<file path="src/design/ipag_pkg.sv">
// Shared types, constants and helpers for the image patch address generator.
`timescale 1ns / 1ps

package ipag_pkg;

  localparam int KERNEL_H  = 3;
  localparam int KERNEL_W  = 3;
  localparam int MAX_BATCH = 16;

  localparam int DIM_W      = 13;
  localparam int CH_W       = 11;
  localparam int STEP_W     = 7;
  localparam int MODE_W     = 2;
  localparam int BATCH_W    = 4;
  localparam int POS_W      = 12;
  localparam int TAP_W      = 2;
  localparam int CHAN_W     = 10;
  localparam int SRC_W      = 38;
  localparam int OCH_W      = 14;
  localparam int CFG_IDX_W  = 3;
  localparam int CFG_DATA_W = 13;

  localparam int KMAX     = (KERNEL_H > KERNEL_W) ? KERNEL_H : KERNEL_W;
  localparam int SPAN_W   = $clog2(KMAX * 128);
  localparam int TOT_W    = SPAN_W + 2;
  localparam int RPROD_W  = POS_W + STEP_W;
  localparam int TPROD_W  = TAP_W + STEP_W;
  localparam int ROW_W    = RPROD_W + 2;
  localparam int BC_W     = BATCH_W + CH_W;
  localparam int BCC_W    = BC_W + 1;
  localparam int P2_W     = BCC_W + DIM_W;
  localparam int TAPI_W   = 8;
  localparam int OCHP_W   = TAPI_W + CH_W;
  localparam int FQ_DEPTH = 4;
  localparam int FQ_AW    = $clog2(FQ_DEPTH);

  localparam logic [CFG_IDX_W-1:0] CFG_IN_HEIGHT   = 3'd0;
  localparam logic [CFG_IDX_W-1:0] CFG_IN_WIDTH    = 3'd1;
  localparam logic [CFG_IDX_W-1:0] CFG_IN_CHANNELS = 3'd2;
  localparam logic [CFG_IDX_W-1:0] CFG_STRIDE_ROWS = 3'd3;
  localparam logic [CFG_IDX_W-1:0] CFG_STRIDE_COLS = 3'd4;
  localparam logic [CFG_IDX_W-1:0] CFG_RATE_ROWS   = 3'd5;
  localparam logic [CFG_IDX_W-1:0] CFG_RATE_COLS   = 3'd6;
  localparam logic [CFG_IDX_W-1:0] CFG_PAD_MODE    = 3'd7;

  localparam logic [MODE_W-1:0] PAD_VALID      = 2'd0;
  localparam logic [MODE_W-1:0] PAD_SAME_LOWER = 2'd1;
  localparam logic [MODE_W-1:0] PAD_SAME_UPPER = 2'd2;

  typedef struct packed {
    logic [BATCH_W-1:0] batch;
    logic [POS_W-1:0]   out_row;
    logic [POS_W-1:0]   out_col;
    logic [TAP_W-1:0]   kernel_row;
    logic [TAP_W-1:0]   kernel_col;
    logic [CHAN_W-1:0]  channel;
  } in_word_t;

  typedef struct packed {
    logic [SRC_W-1:0] src_index;
    logic             is_padding;
    logic [OCH_W-1:0] out_channel;
  } out_word_t;

  typedef struct packed {
    logic [RPROD_W-1:0] rprod;
    logic [TPROD_W-1:0] rtap;
    logic [RPROD_W-1:0] cprod;
    logic [TPROD_W-1:0] ctap;
    logic [BC_W-1:0]    bc;
    logic [CHAN_W-1:0]  chan;
    logic [OCH_W-1:0]   och;
  } fq_word_t;

  typedef struct packed {
    logic [DIM_W-1:0]  height;
    logic [DIM_W-1:0]  width;
    logic [SPAN_W-1:0] pad_top;
    logic [SPAN_W-1:0] pad_left;
  } geom_t;

  function automatic logic [BATCH_W-1:0] batch_mod(input logic [BATCH_W-1:0] b);
    logic [BATCH_W-1:0] r;
    r = '0;
    for (int i = 0; i < (1 << BATCH_W); i++) begin
      if (b == BATCH_W'(i)) r = BATCH_W'(i % MAX_BATCH);
    end
    return r;
  endfunction

endpackage

</file>
<file path="src/design/ipag_pad_unit.sv">
// Iterative padding calculator for one image axis.
`timescale 1ns / 1ps

module ipag_pad_unit (
  input  logic                          clk,
  input  logic                          rst_n,
  input  logic                          start,
  input  logic [ipag_pkg::DIM_W-1:0]    size,
  input  logic [ipag_pkg::STEP_W-1:0]   stride,
  input  logic [ipag_pkg::SPAN_W-1:0]   span,
  input  logic [ipag_pkg::MODE_W-1:0]   mode,
  output logic [ipag_pkg::SPAN_W-1:0]   pad,
  output logic                          busy
);
  import ipag_pkg::*;

  localparam int CNT_W = $clog2(DIM_W);

  typedef enum logic [2:0] {
    PS_IDLE = 3'b001,
    PS_RUN  = 3'b010,
    PS_FIN  = 3'b100
  } pad_state_t;

  pad_state_t               state_r, state_nxt;
  logic [CNT_W-1:0]         cnt_r, cnt_nxt;
  logic [DIM_W-1:0]         div_r, div_nxt;
  logic [STEP_W-1:0]        rem_r, rem_nxt;
  logic [SPAN_W-1:0]        pad_r, pad_nxt;
  logic [STEP_W:0]          rem_sh;
  logic signed [TOT_W-1:0]  total;
  logic                     use_pad;

  assign rem_sh = {rem_r, div_r[DIM_W-1]};

  always_comb begin
    if (size == '0) begin
      total = $signed(TOT_W'(span)) - $signed(TOT_W'(stride));
    end else begin
      total = $signed(TOT_W'(span)) - $signed(TOT_W'(1)) - $signed(TOT_W'(rem_r));
    end
    use_pad = (mode == PAD_SAME_LOWER || mode == PAD_SAME_UPPER) &&
              (total > $signed(TOT_W'(0))) && (total < $signed(TOT_W'(span)));
  end

  always_comb begin
    state_nxt = state_r;
    cnt_nxt   = cnt_r;
    div_nxt   = div_r;
    rem_nxt   = rem_r;
    pad_nxt   = pad_r;
    if (start) begin
      state_nxt = PS_RUN;
      cnt_nxt   = '0;
      div_nxt   = size - DIM_W'(1);
      rem_nxt   = '0;
    end else begin
      unique case (state_r)
        PS_IDLE: ;
        PS_RUN: begin
          div_nxt = {div_r[DIM_W-2:0], 1'b0};
          if (rem_sh >= {1'b0, stride}) begin
            rem_nxt = STEP_W'(rem_sh - {1'b0, stride});
          end else begin
            rem_nxt = STEP_W'(rem_sh);
          end
          cnt_nxt = cnt_r + CNT_W'(1);
          if (cnt_r == CNT_W'(DIM_W - 1)) state_nxt = PS_FIN;
        end
        PS_FIN: begin
          if (use_pad) begin
            pad_nxt = SPAN_W'(total >>> 1) +
                      SPAN_W'(total[0] && (mode == PAD_SAME_LOWER));
          end else begin
            pad_nxt = '0;
          end
          state_nxt = PS_IDLE;
        end
        default: state_nxt = PS_IDLE;
      endcase
    end
  end

  always_ff @(posedge clk) begin
    if (!rst_n) begin
      state_r <= PS_IDLE;
      pad_r   <= '0;
    end else begin
      state_r <= state_nxt;
      pad_r   <= pad_nxt;
    end
    cnt_r <= cnt_nxt;
    div_r <= div_nxt;
    rem_r <= rem_nxt;
  end

  assign pad  = pad_r;
  assign busy = (state_r != PS_IDLE);

endmodule

</file>
<file path="src/design/ipag_fifo.sv">
// Short word queue between the front and back parts.
`timescale 1ns / 1ps

module ipag_fifo (
  input  logic                  clk,
  input  logic                  rst_n,
  input  logic                  push,
  input  ipag_pkg::fq_word_t    push_word,
  input  logic                  pop,
  output ipag_pkg::fq_word_t    head_word,
  output logic                  empty,
  output logic                  full
);
  import ipag_pkg::*;

  fq_word_t            mem_r [FQ_DEPTH];
  logic [FQ_AW-1:0]    wptr_r, wptr_nxt;
  logic [FQ_AW-1:0]    rptr_r, rptr_nxt;
  logic [FQ_AW:0]      count_r, count_nxt;

  assign empty     = (count_r == '0);
  assign full      = (count_r == (FQ_AW+1)'(FQ_DEPTH));
  assign head_word = mem_r[rptr_r];

  always_comb begin
    wptr_nxt  = push ? wptr_r + FQ_AW'(1) : wptr_r;
    rptr_nxt  = pop ? rptr_r + FQ_AW'(1) : rptr_r;
    count_nxt = count_r + (FQ_AW+1)'(push) - (FQ_AW+1)'(pop);
  end

  always_ff @(posedge clk) begin
    if (!rst_n) begin
      wptr_r  <= '0;
      rptr_r  <= '0;
      count_r <= '0;
    end else begin
      wptr_r  <= wptr_nxt;
      rptr_r  <= rptr_nxt;
      count_r <= count_nxt;
    end
    if (push) mem_r[wptr_r] <= push_word;
  end

endmodule

</file>
<file path="src/design/ipag_front.sv">
// Front part: configuration registers, padding setup and first product stage.
`timescale 1ns / 1ps

module ipag_front (
  input  logic                              clk,
  input  logic                              rst_n,
  input  logic                              cfg_we,
  input  logic [ipag_pkg::CFG_IDX_W-1:0]    cfg_index,
  input  logic [ipag_pkg::CFG_DATA_W-1:0]   cfg_wdata,
  input  logic                              in_valid,
  output logic                              in_stall,
  input  ipag_pkg::in_word_t                in_word,
  output logic                              fq_push,
  output ipag_pkg::fq_word_t                fq_word,
  input  logic                              fq_full,
  output ipag_pkg::geom_t                   geom
);
  import ipag_pkg::*;

  logic [DIM_W-1:0]   height_r, width_r;
  logic [CH_W-1:0]    channels_r;
  logic [STEP_W-1:0]  stride_rows_r, stride_cols_r, rate_rows_r, rate_cols_r;
  logic [MODE_W-1:0]  pad_mode_r;
  logic               start_r;

  logic [STEP_W-1:0]  sh, sw, rh, rw;
  logic [SPAN_W-1:0]  span_rows, span_cols, pad_top, pad_left;
  logic               busy_top, busy_left, accept;
  logic [TAPI_W-1:0]  tap;

  logic               s1_valid_r, s1_valid_nxt;
  fq_word_t           s1_r, s1_nxt;

  always_ff @(posedge clk) begin
    if (!rst_n) begin
      height_r      <= DIM_W'(1);
      width_r       <= DIM_W'(1);
      channels_r    <= CH_W'(1);
      stride_rows_r <= STEP_W'(1);
      stride_cols_r <= STEP_W'(1);
      rate_rows_r   <= STEP_W'(1);
      rate_cols_r   <= STEP_W'(1);
      pad_mode_r    <= PAD_VALID;
      start_r       <= 1'b0;
    end else begin
      start_r <= cfg_we;
      if (cfg_we) begin
        unique case (cfg_index)
          CFG_IN_HEIGHT:   height_r      <= cfg_wdata[DIM_W-1:0];
          CFG_IN_WIDTH:    width_r       <= cfg_wdata[DIM_W-1:0];
          CFG_IN_CHANNELS: channels_r    <= cfg_wdata[CH_W-1:0];
          CFG_STRIDE_ROWS: stride_rows_r <= cfg_wdata[STEP_W-1:0];
          CFG_STRIDE_COLS: stride_cols_r <= cfg_wdata[STEP_W-1:0];
          CFG_RATE_ROWS:   rate_rows_r   <= cfg_wdata[STEP_W-1:0];
          CFG_RATE_COLS:   rate_cols_r   <= cfg_wdata[STEP_W-1:0];
          CFG_PAD_MODE:    pad_mode_r    <= cfg_wdata[MODE_W-1:0];
        endcase
      end
    end
  end

  assign sh = (stride_rows_r == '0) ? STEP_W'(1) : stride_rows_r;
  assign sw = (stride_cols_r == '0) ? STEP_W'(1) : stride_cols_r;
  assign rh = (rate_rows_r == '0) ? STEP_W'(1) : rate_rows_r;
  assign rw = (rate_cols_r == '0) ? STEP_W'(1) : rate_cols_r;

  assign span_rows = SPAN_W'(KERNEL_H) + SPAN_W'((rh - STEP_W'(1)) * SPAN_W'(KERNEL_H - 1));
  assign span_cols = SPAN_W'(KERNEL_W) + SPAN_W'((rw - STEP_W'(1)) * SPAN_W'(KERNEL_W - 1));

  ipag_pad_unit u_pad_top (
    .clk    (clk),
    .rst_n  (rst_n),
    .start  (start_r),
    .size   (height_r),
    .stride (sh),
    .span   (span_rows),
    .mode   (pad_mode_r),
    .pad    (pad_top),
    .busy   (busy_top)
  );

  ipag_pad_unit u_pad_left (
    .clk    (clk),
    .rst_n  (rst_n),
    .start  (start_r),
    .size   (width_r),
    .stride (sw),
    .span   (span_cols),
    .mode   (pad_mode_r),
    .pad    (pad_left),
    .busy   (busy_left)
  );

  assign fq_push  = s1_valid_r && !fq_full;
  assign in_stall = start_r || busy_top || busy_left || (s1_valid_r && fq_full);
  assign accept   = in_valid && !in_stall;
  assign tap      = TAPI_W'(in_word.kernel_row) * TAPI_W'(KERNEL_W) +
                    TAPI_W'(in_word.kernel_col);

  always_comb begin
    s1_valid_nxt = s1_valid_r;
    if (accept) begin
      s1_valid_nxt = 1'b1;
    end else if (fq_push) begin
      s1_valid_nxt = 1'b0;
    end
    s1_nxt       = s1_r;
    if (accept) begin
      s1_nxt.rprod = RPROD_W'(in_word.out_row) * RPROD_W'(sh);
      s1_nxt.cprod = RPROD_W'(in_word.out_col) * RPROD_W'(sw);
      s1_nxt.rtap  = TPROD_W'(in_word.kernel_row) * TPROD_W'(rh);
      s1_nxt.ctap  = TPROD_W'(in_word.kernel_col) * TPROD_W'(rw);
      s1_nxt.bc    = BC_W'(batch_mod(in_word.batch)) * BC_W'(channels_r);
      s1_nxt.chan  = in_word.channel;
      s1_nxt.och   = OCH_W'(OCHP_W'(tap) * OCHP_W'(channels_r) +
                            OCHP_W'(in_word.channel));
    end
  end

  always_ff @(posedge clk) begin
    if (!rst_n) begin
      s1_valid_r <= 1'b0;
    end else begin
      s1_valid_r <= s1_valid_nxt;
    end
    s1_r <= s1_nxt;
  end

  assign fq_word       = s1_r;
  assign geom.height   = height_r;
  assign geom.width    = width_r;
  assign geom.pad_top  = pad_top;
  assign geom.pad_left = pad_left;

endmodule

</file>
<file path="src/design/ipag_back.sv">
// Back part: bounds check, index products and the output register.
`timescale 1ns / 1ps

module ipag_back (
  input  logic                  clk,
  input  logic                  rst_n,
  input  ipag_pkg::geom_t       geom,
  input  logic                  fq_empty,
  input  ipag_pkg::fq_word_t    fq_word,
  output logic                  fq_pop,
  output logic                  out_valid,
  input  logic                  out_stall,
  output ipag_pkg::out_word_t   out_word
);
  import ipag_pkg::*;

  logic                     adv;
  logic signed [ROW_W-1:0]  row, col;
  logic                     row_in, col_in;
  logic [P2_W-1:0]          p2;
  logic [P2_W+DIM_W-1:0]    p3;

  logic                     b2_valid_r, b3_valid_r, out_valid_r;
  logic                     b2_pad_r, b3_pad_r;
  logic [DIM_W-1:0]         b2_row_r, b2_col_r, b3_col_r;
  logic [P2_W-1:0]          b2_p2_r;
  logic [SRC_W-1:0]         b3_t_r;
  logic [OCH_W-1:0]         b2_och_r, b3_och_r;
  out_word_t                out_r, out_nxt;

  assign adv    = !out_valid_r || !out_stall;
  assign fq_pop = adv && !fq_empty;

  always_comb begin
    row = $signed(ROW_W'(fq_word.rprod)) - $signed(ROW_W'(geom.pad_top)) +
          $signed(ROW_W'(fq_word.rtap));
    col = $signed(ROW_W'(fq_word.cprod)) - $signed(ROW_W'(geom.pad_left)) +
          $signed(ROW_W'(fq_word.ctap));
    row_in = !row[ROW_W-1] && (row[ROW_W-2:0] < (ROW_W-1)'(geom.height));
    col_in = !col[ROW_W-1] && (col[ROW_W-2:0] < (ROW_W-1)'(geom.width));
    p2 = P2_W'(BCC_W'(fq_word.bc) + BCC_W'(fq_word.chan)) * P2_W'(geom.height);
    p3 = (P2_W+DIM_W)'(b2_p2_r + P2_W'(b2_row_r)) * (P2_W+DIM_W)'(geom.width);
    out_nxt.src_index   = b3_pad_r ? '0 : b3_t_r + SRC_W'(b3_col_r);
    out_nxt.is_padding  = b3_pad_r;
    out_nxt.out_channel = b3_och_r;
  end

  always_ff @(posedge clk) begin
    if (!rst_n) begin
      b2_valid_r  <= 1'b0;
      b3_valid_r  <= 1'b0;
      out_valid_r <= 1'b0;
    end else if (adv) begin
      b2_valid_r  <= !fq_empty;
      b3_valid_r  <= b2_valid_r;
      out_valid_r <= b3_valid_r;
    end
    if (adv) begin
      b2_pad_r <= !(row_in && col_in);
      b2_row_r <= row[DIM_W-1:0];
      b2_col_r <= col[DIM_W-1:0];
      b2_p2_r  <= p2;
      b2_och_r <= fq_word.och;
      b3_pad_r <= b2_pad_r;
      b3_t_r   <= p3[SRC_W-1:0];
      b3_col_r <= b2_col_r;
      b3_och_r <= b2_och_r;
      out_r    <= out_nxt;
    end
  end

  assign out_valid = out_valid_r;
  assign out_word  = out_r;

endmodule

</file>
<file path="src/design/image_patch_address_generator.sv">
// Top level of the dilated image patch address generator.
`timescale 1ns / 1ps

// Takes one patch element word per cycle (batch, output row and column, kernel tap,
// channel) and returns the flat NCHW source index of that tap, or a padding flag with
// a zero index, plus the output channel the tap fills. Sustained rate is one word per
// clock while neither in_stall nor out_stall holds the flow; a word passes from input
// to output through the product stage, the four-entry queue, two back stages and the
// output register. Every configuration write restarts two bit-serial remainder units
// that derive the top and left padding, one dividend bit per cycle; the input stalls
// after the last write until they finish.
module image_patch_address_generator (
  input  logic                              clk,
  input  logic                              rst_n,
  input  logic                              cfg_we,
  input  logic [ipag_pkg::CFG_IDX_W-1:0]    cfg_index,
  input  logic [ipag_pkg::CFG_DATA_W-1:0]   cfg_wdata,
  input  logic                              in_valid,
  output logic                              in_stall,
  input  ipag_pkg::in_word_t                in_word,
  output logic                              out_valid,
  input  logic                              out_stall,
  output ipag_pkg::out_word_t               out_word
);
  import ipag_pkg::*;

  logic      fq_push, fq_pop, fq_empty, fq_full;
  fq_word_t  fq_in_word, fq_head_word;
  geom_t     geom;

  ipag_front u_front (
    .clk       (clk),
    .rst_n     (rst_n),
    .cfg_we    (cfg_we),
    .cfg_index (cfg_index),
    .cfg_wdata (cfg_wdata),
    .in_valid  (in_valid),
    .in_stall  (in_stall),
    .in_word   (in_word),
    .fq_push   (fq_push),
    .fq_word   (fq_in_word),
    .fq_full   (fq_full),
    .geom      (geom)
  );

  ipag_fifo u_fifo (
    .clk       (clk),
    .rst_n     (rst_n),
    .push      (fq_push),
    .push_word (fq_in_word),
    .pop       (fq_pop),
    .head_word (fq_head_word),
    .empty     (fq_empty),
    .full      (fq_full)
  );

  ipag_back u_back (
    .clk       (clk),
    .rst_n     (rst_n),
    .geom      (geom),
    .fq_empty  (fq_empty),
    .fq_word   (fq_head_word),
    .fq_pop    (fq_pop),
    .out_valid (out_valid),
    .out_stall (out_stall),
    .out_word  (out_word)
  );

endmodule
</file>
<file path="config.mk">
export PLATFORM = sky130hd
export DESIGN_NAME = image_patch_address_generator
export DESIGN_NICKNAME = d
export VERILOG_FILES = /design/src/design/ipag_pkg.sv /design/src/design/ipag_pad_unit.sv /design/src/design/ipag_fifo.sv /design/src/design/ipag_front.sv /design/src/design/ipag_back.sv /design/src/design/image_patch_address_generator.sv
export SDC_FILE = /design/constraint.sdc
export NUM_CORES = 2
export LEC_CHECK = 0
export BUFFER_PORTS_ARGS = -buffer_cell sky130_fd_sc_hd__buf_2
export CAP_MARGIN = 20
export CORE_UTILIZATION = 45
export CTS_CLUSTER_DIAMETER = 30
export DETAILED_ROUTE_END_ITERATION = 7
export PLACE_DENSITY = 0.66
export SLEW_MARGIN = 0
export SYNTH_ARGS = -nofsm -noshare
export SYNTH_HDL_FRONTEND = slang
export SYNTH_HIERARCHICAL = 1
export SYNTH_SLANG_ARGS = --single-unit
</file>
<file path="constraint.sdc">
create_clock -name clk -period 14.8 [get_ports clk]
set_clock_uncertainty 0.1 [all_clocks]
set_input_delay 1.48 -clock clk [delete_from_list [all_inputs] [get_ports clk]]
set_output_delay 1.48 -clock clk [all_outputs]
set_load 0.01 [all_outputs]
</file>
# [Word level (Yosys, flattened, before mapping)]
# Memory sizes are Yosys's and may differ from the RTL's. A register that Yosys moved wholly into a read port is not among the register bits.
# Cells that the tools add are included.
[word_totals] wordCells=235 output_inout_bits=55 n_memories=1 ram_bits=380 in_bits=63 reg_bits=435
[classes] bitwise_logic=4 mux=42 addsub=31 eq_ne=41 reduce_logical=52 magnitude_cmp=8 multipliers=9
[memory_table] name="u_fifo.mem_r" words=4 word_bits=95 read_ports=1 rd_clocked_by_memory_dff=1 wr=1 line_no="ipag_fifo.sv:16" text="fq_word_t mem_r [FQ_DEPTH];"
[op_table] op="$mux W13" n=4
[op_table] op="$add A21 B10 Y21" n=2
[op_table] op="$mul A42 B13 Y38" n=1
[op_table] op="$mux W7" n=6
[op_table] op="$eq A4 B4 Y1 const B" n=10
[op_table] op="$lt A20 B13 Y1" n=2
[op_table] op="$sub A19 B9 Y20" n=2
[op_table] op="$add A38 B13 Y38" n=1
[op_table] op="$mul A12 B7 Y19" n=2
[op_table] op="$mux W4" n=9
[op_table] op="$add A29 B13 Y30" n=1
[op_table] op="$mul A29 B13 Y29" n=1
[op_table] op="$logic_not A7 Y1" n=4
[op_table] op="$reduce_and A2 Y1" n=14
[op_table] op="$logic_not A13 Y1" n=2
[op_table] op="$sub A13 B1 Y13 const B" n=2
[op_table] op="$gt A11 B1 Y1 const B" n=2
[op_table] op="$lt A11 B10 Y1" n=2
[op_table] op="$mux W11" n=2
[op_table] op="$sub A10 B8 Y11" n=2
[op_table] op="$eq A3 B3 Y1 const B" n=7
[op_table] op="$sub A9 B1 Y10 const B" n=2
[op_table] op="$sub A9 B7 Y10" n=2
[op_table] op="$add A2 B9 Y9 const A" n=2
[op_table] op="38 further kinds" n=103

# [Longest topological paths before layout]
[logic_depth] depth_word=18 depth_mapped=37 mapped_depth_nobuf=34

# [Cells and area by module]
# The synthesis kept the hierarchy.
[by_module_without_submodules] mod="ipag_back" area_per_inst_um2=29324.4 instances=1 seq_area_each_um2=5735.5 cells_each=3127
[by_module_without_submodules] mod="ipag_front" area_per_inst_um2=14799.2 instances=1 seq_area_each_um2=4234.1 cells_each=1562
[by_module_without_submodules] mod="ipag_fifo" area_per_inst_um2=14194.9 instances=1 seq_area_each_um2=11591.1 cells_each=540
[by_module_without_submodules] mod="ipag_pad_unit at u_front.u_pad_top" area_per_inst_um2=3337.0 instances=1 seq_area_each_um2=850.8 cells_each=396
[by_module_without_submodules] mod="ipag_pad_unit at u_front.u_pad_left" area_per_inst_um2=3305.7 instances=1 seq_area_each_um2=850.8 cells_each=390

# [Worst setup path after synthesis]
# Ideal clock, no wire load.
[synth_timing] path_type="reg-to-reg" start="register (tool-made name)" end="register u_back.b2_p2_r[28] (data pin)" n_path_buf=3 path_stages_with_launch=38 synth_period_minus_slack_ps=9074 setup_ps=268 path_slack_ps=5726 t_arrival_ps=8706 required_time_ps=14432 path_cell_list="dfxtp_1 > buf_6 > buf_2 > mux4_2 > ha_1 > fa_1 > a21o_1 > a21oi_1 > o21bai_1 > a21oi_1 > o21bai_1 > a21oi_1 > o21bai_1 > a21oi_1 > nor2_1 > xor2_1 > clkbuf_1 > nand2_1 > [... 2 more ...] > fa_1 > fa_1 > inv_1 > fa_1 > inv_1 > fa_1 > ha_1 > a21o_1 > a21o_1 > a21oi_1 > nor2b_1 > a2111oi_2 > o311a_1 > a2111oi_0 > o21a_1 > o21a_1 > o41ai_1 > xnor2_1"
[synth_lines] element="to (signal assigned)" line_no="ipag_back.sv:62" text="b2_p2_r <= p2;"
[synth_lines] element="to (decl)" line_no="ipag_back.sv:26" text="logic [P2_W-1:0] b2_p2_r;"

==> flow_summary_export.csv <==
group,metric,value,unit
finish,leading_cell_type_in_the_layout_fill_and_taps_excluded,"inv_1",
synthesis,postSynth.topFlopCell,"edfxtp_1",
place,placed_cells,7912,
clock_network,cts_tree,"yes",
finish,fin_util,51.41,%
clock_network,cts_max_level,4,
setup_path,worstPathMaxFanout,33,
drt,route.antenna.remaining_nets,0,
setup_path,worst_ep_required_time,15.18,ns
finish,area_delta_synth_final,13.55,%
setup_path,critical-path-max-stage-delay,0.81,ns
synthesis,synth.largest_area_cell,"edfxtp_1",
global_route,global_route.overflow_total,0,
synthesis,synth-warning-count,6,
setup_path,worst_setup_path_end_kind,"register",
floorplanning,die_y,381.9,µm
clock_network,tritoncts_num_sinks,817,
run_status,status,"finished, final reports clean",
clock_network,worst_setup_hold_path_clk_slew,0.05,ns
clock_network,clk_latency,0.81,ns
place,place.detailed.hpwl,114900,µm
global_route,grt_pass1_vias,45260,
place,port_buffers,117,
global_route,grtUsageTotal,21.46,%
drt,num_vias,43970,
min_path,worstHoldPathType,"reg -> reg",
floorplanning,row_count,139,
timing,finalHoldViolations,0,
drt,detail_route.iter0.violations,3421,
clock_network,postCtsHoldBufs,0,
run,max_cap_viols,0,
floorplanning,initial_utilization,45.27,%
setup_path,criticalPathCategory,"reg -> reg",
timing,setup-tns-final,0,ns
clock_network,postCtsResizedCells,0,
clock_network,numCtsBuffers,165,
timing,finalCriticalPeriod,9.886,ns
synthesis,avg_synthesized_cell_area,10.80,µm²
place,gp_routability_congestion,0.8956,
power_and_ir_drop,power_density,172.9,mW/mm²
timing,tightest_slew,1.024,ns
clock_network,cts_max_path_buffers,3,
power_and_ir_drop,peakVddDrop,0.2086,mV
finish,finish.net_count,7314,
synthesis,synth_cell_types,119,
timing,hold-worst-slack,0.2993,ns
clock_network,clock-root-buffer,"clkbuf_16",
synthesis,synth_top_cell_area_share,31.90,%
synthesis,edff_count_synth,690,
power_and_ir_drop,p_leak,31.01,nW
drt,finalWirelength,154400,µm
synthesis,synth_async_sr_flop_share,0,%
global_route,grt_start_max_net_pins,84,
setup_path,crit_path_top_delay_cell,"dfxtp_4",
setup_path,critPathLaunchType,"register",
floorplanning,io_pins,118,
drt,detailedRoute.firstPassIterationCount,6,
drt,post-route-drc-count,0,
timing,setup_viol,0,
drt,wl_per_cell,18.74,µm
timing,slew_viol_final,0,
setup_path,timing.critical_path.mode_cell,"fa_1",
timing,rsz0062_at_grt,"false",
setup_path,worst_ep_arrival_time,10.27,ns
floorplanning,dieArea,0.1459,mm²
timing,max_clock_freq,101.2,MHz
finish,fillCellCount,12430,
finish,mostFrequentLayoutCells,"870 x inv_1, 702 x nand2_1, 690 x edfxtp_1",
finish,fin_cells,8240,
synthesis,synthesis.area,0.06496,mm²
timing,max_slew_margin,31.74,%
drt,post_drt_via_cell_ratio,5.336,
floorplanning,floorplan_core_area,0.1435,mm²
synthesis,synth.area.top_cells,"edfxtp_1 32%, fa_1 19%, ha_1 8.8%, inv_1 5.0%, nand2_1 4.1%",
global_route,grt_first_pass_wirelength,246100,µm
clock_network,post_cts.repair.setup_buffers,0,
finish,drive_above_1_share,10.85,%
synthesis,seq_total_area_yosys,35.81,%
synthesis,syn_inst,6015,
floorplanning,die_width,381.9,µm
synthesis,postSynthRegisterBits,817,
timing,ratio_of_final_minimum_period_to_clock_period,66.80,%
global_route,antenna_found_initial,9,
## flip-flops by register name, summed over array words and instances (netlist names), 14 cells and up, named ones only
| signal | count |
|---|---|
| u_back/out_word | 53 |
| u_back/b2_p2_r | 29 |
| u_back/b2_och_r | 14 |
| u_back/b3_t_r | 38 |
| u_back/b3_och_r | 14 |
| u_fifo/mem_r | 380 |
| u_front/fq_word | 95 |
## cell type report
type	instances	area [µm²]	area share [%]
Antenna cell	14	35.03	0.04749
Clock buffer	180	4215	5.715
Clock inverter	129	1821	2.468
Inverter	873	3277	4.442
Multi-Input combinational cell	4123	37530	50.88
Sequential cell	817	23270	31.55
Tap cell	1903	2381	3.228
Timing Repair Buffer	201	1232	1.671
## stage by stage
| step | cell area (µm²) | worst slack [ns] | power, mW |
|---|---|---|---|
| after floorplan | 64990 | 5.726 | 7.092 |
| after global placement | 67640 | 5.058 | 8.677 |
| after detailed placement | 67650 | 4.940 | 8.805 |
| after CTS | 73690 | 4.858 | 12.78 |
| after global routing | 73760 | 4.173 | 13.58 |
| final | 73760 | 4.914 | 12.76 |
## cells in the mapped netlist, types with 63 or more instances
cell type	count
inv_1	870
nand2_1	703
edfxtp_1	690
fa_1	615
ha_1	455
and2_1	407
nor2_1	315
xnor2_1	218
a21oi_1	211
clkbuf_1	178
dfxtp_1	127
o21ai_0	117
mux4_2	95
xor2_1	89
nand3_1	72
nor3_1	71
a21boi_0	70
nor2b_1	69
a21o_1	63
## cell families after synthesis
family | share of synthesized area (%)
compound gates | 7.693
fa+ha+maj | 27.72
simple gates | 14.25
xor+xnor | 4.262
flops | 35.81
mux | 3.771
buf+inv | 6.493
other cells | 0.005773
## final timing paths
kind                             end  slack (ns)  depth (start not counted)                from
hold reg to reg   u_back/out_word[8]        0.30                          0  u_back/b3_och_r[8]
setup / recovery  u_back/b2_p2_r[28]        4.91                         35            register
setup reg to reg  u_back/b2_p2_r[28]        4.91                         35            register
hold / removal    u_back/out_word[8]        0.30                          0  u_back/b3_och_r[8]
## routing by layer
layer | global-route usage (%) | wire, µm | vias up | part of all wire, %
li1 | - | - | 20450 | -
met1 | 28.41 | 67060 | 21970 | 43
met2 | 35.39 | 73210 | 1275 | 47
met3 | 3.633 | 9176 | 274 | 5.9
met4 | 7.778 | 4916 | 4 | 3.2
met5 | 0 | 22 | - | 0.014
## critical path, delay by kind of cell (launching register included)
| kind | cells | cell delay, ns |
|---|---|---|
| compound gates | 17 | 3.54 |
| xor+xnor | 2 | 0.29 |
| fa+ha+maj | 8 | 3.52 |
| buf+inv | 4 | 0.38 |
| flops | 1 | 0.81 |
| mux | 1 | 0.60 |
| simple gates | 3 | 0.28 |
## report_power, final
| group | total [mW] | internal, mW | switching, mW |
|---|---|---|---|
| Clock | 3.91 | 2.55 | 1.35 |
| Combinational | 5.72 | 2.17 | 3.54 |
| Sequential | 3.13 | 2.95 | 0.186 |
| Total | 12.8 | 7.67 | 5.09 |
(Power assumes the default switching activity.)
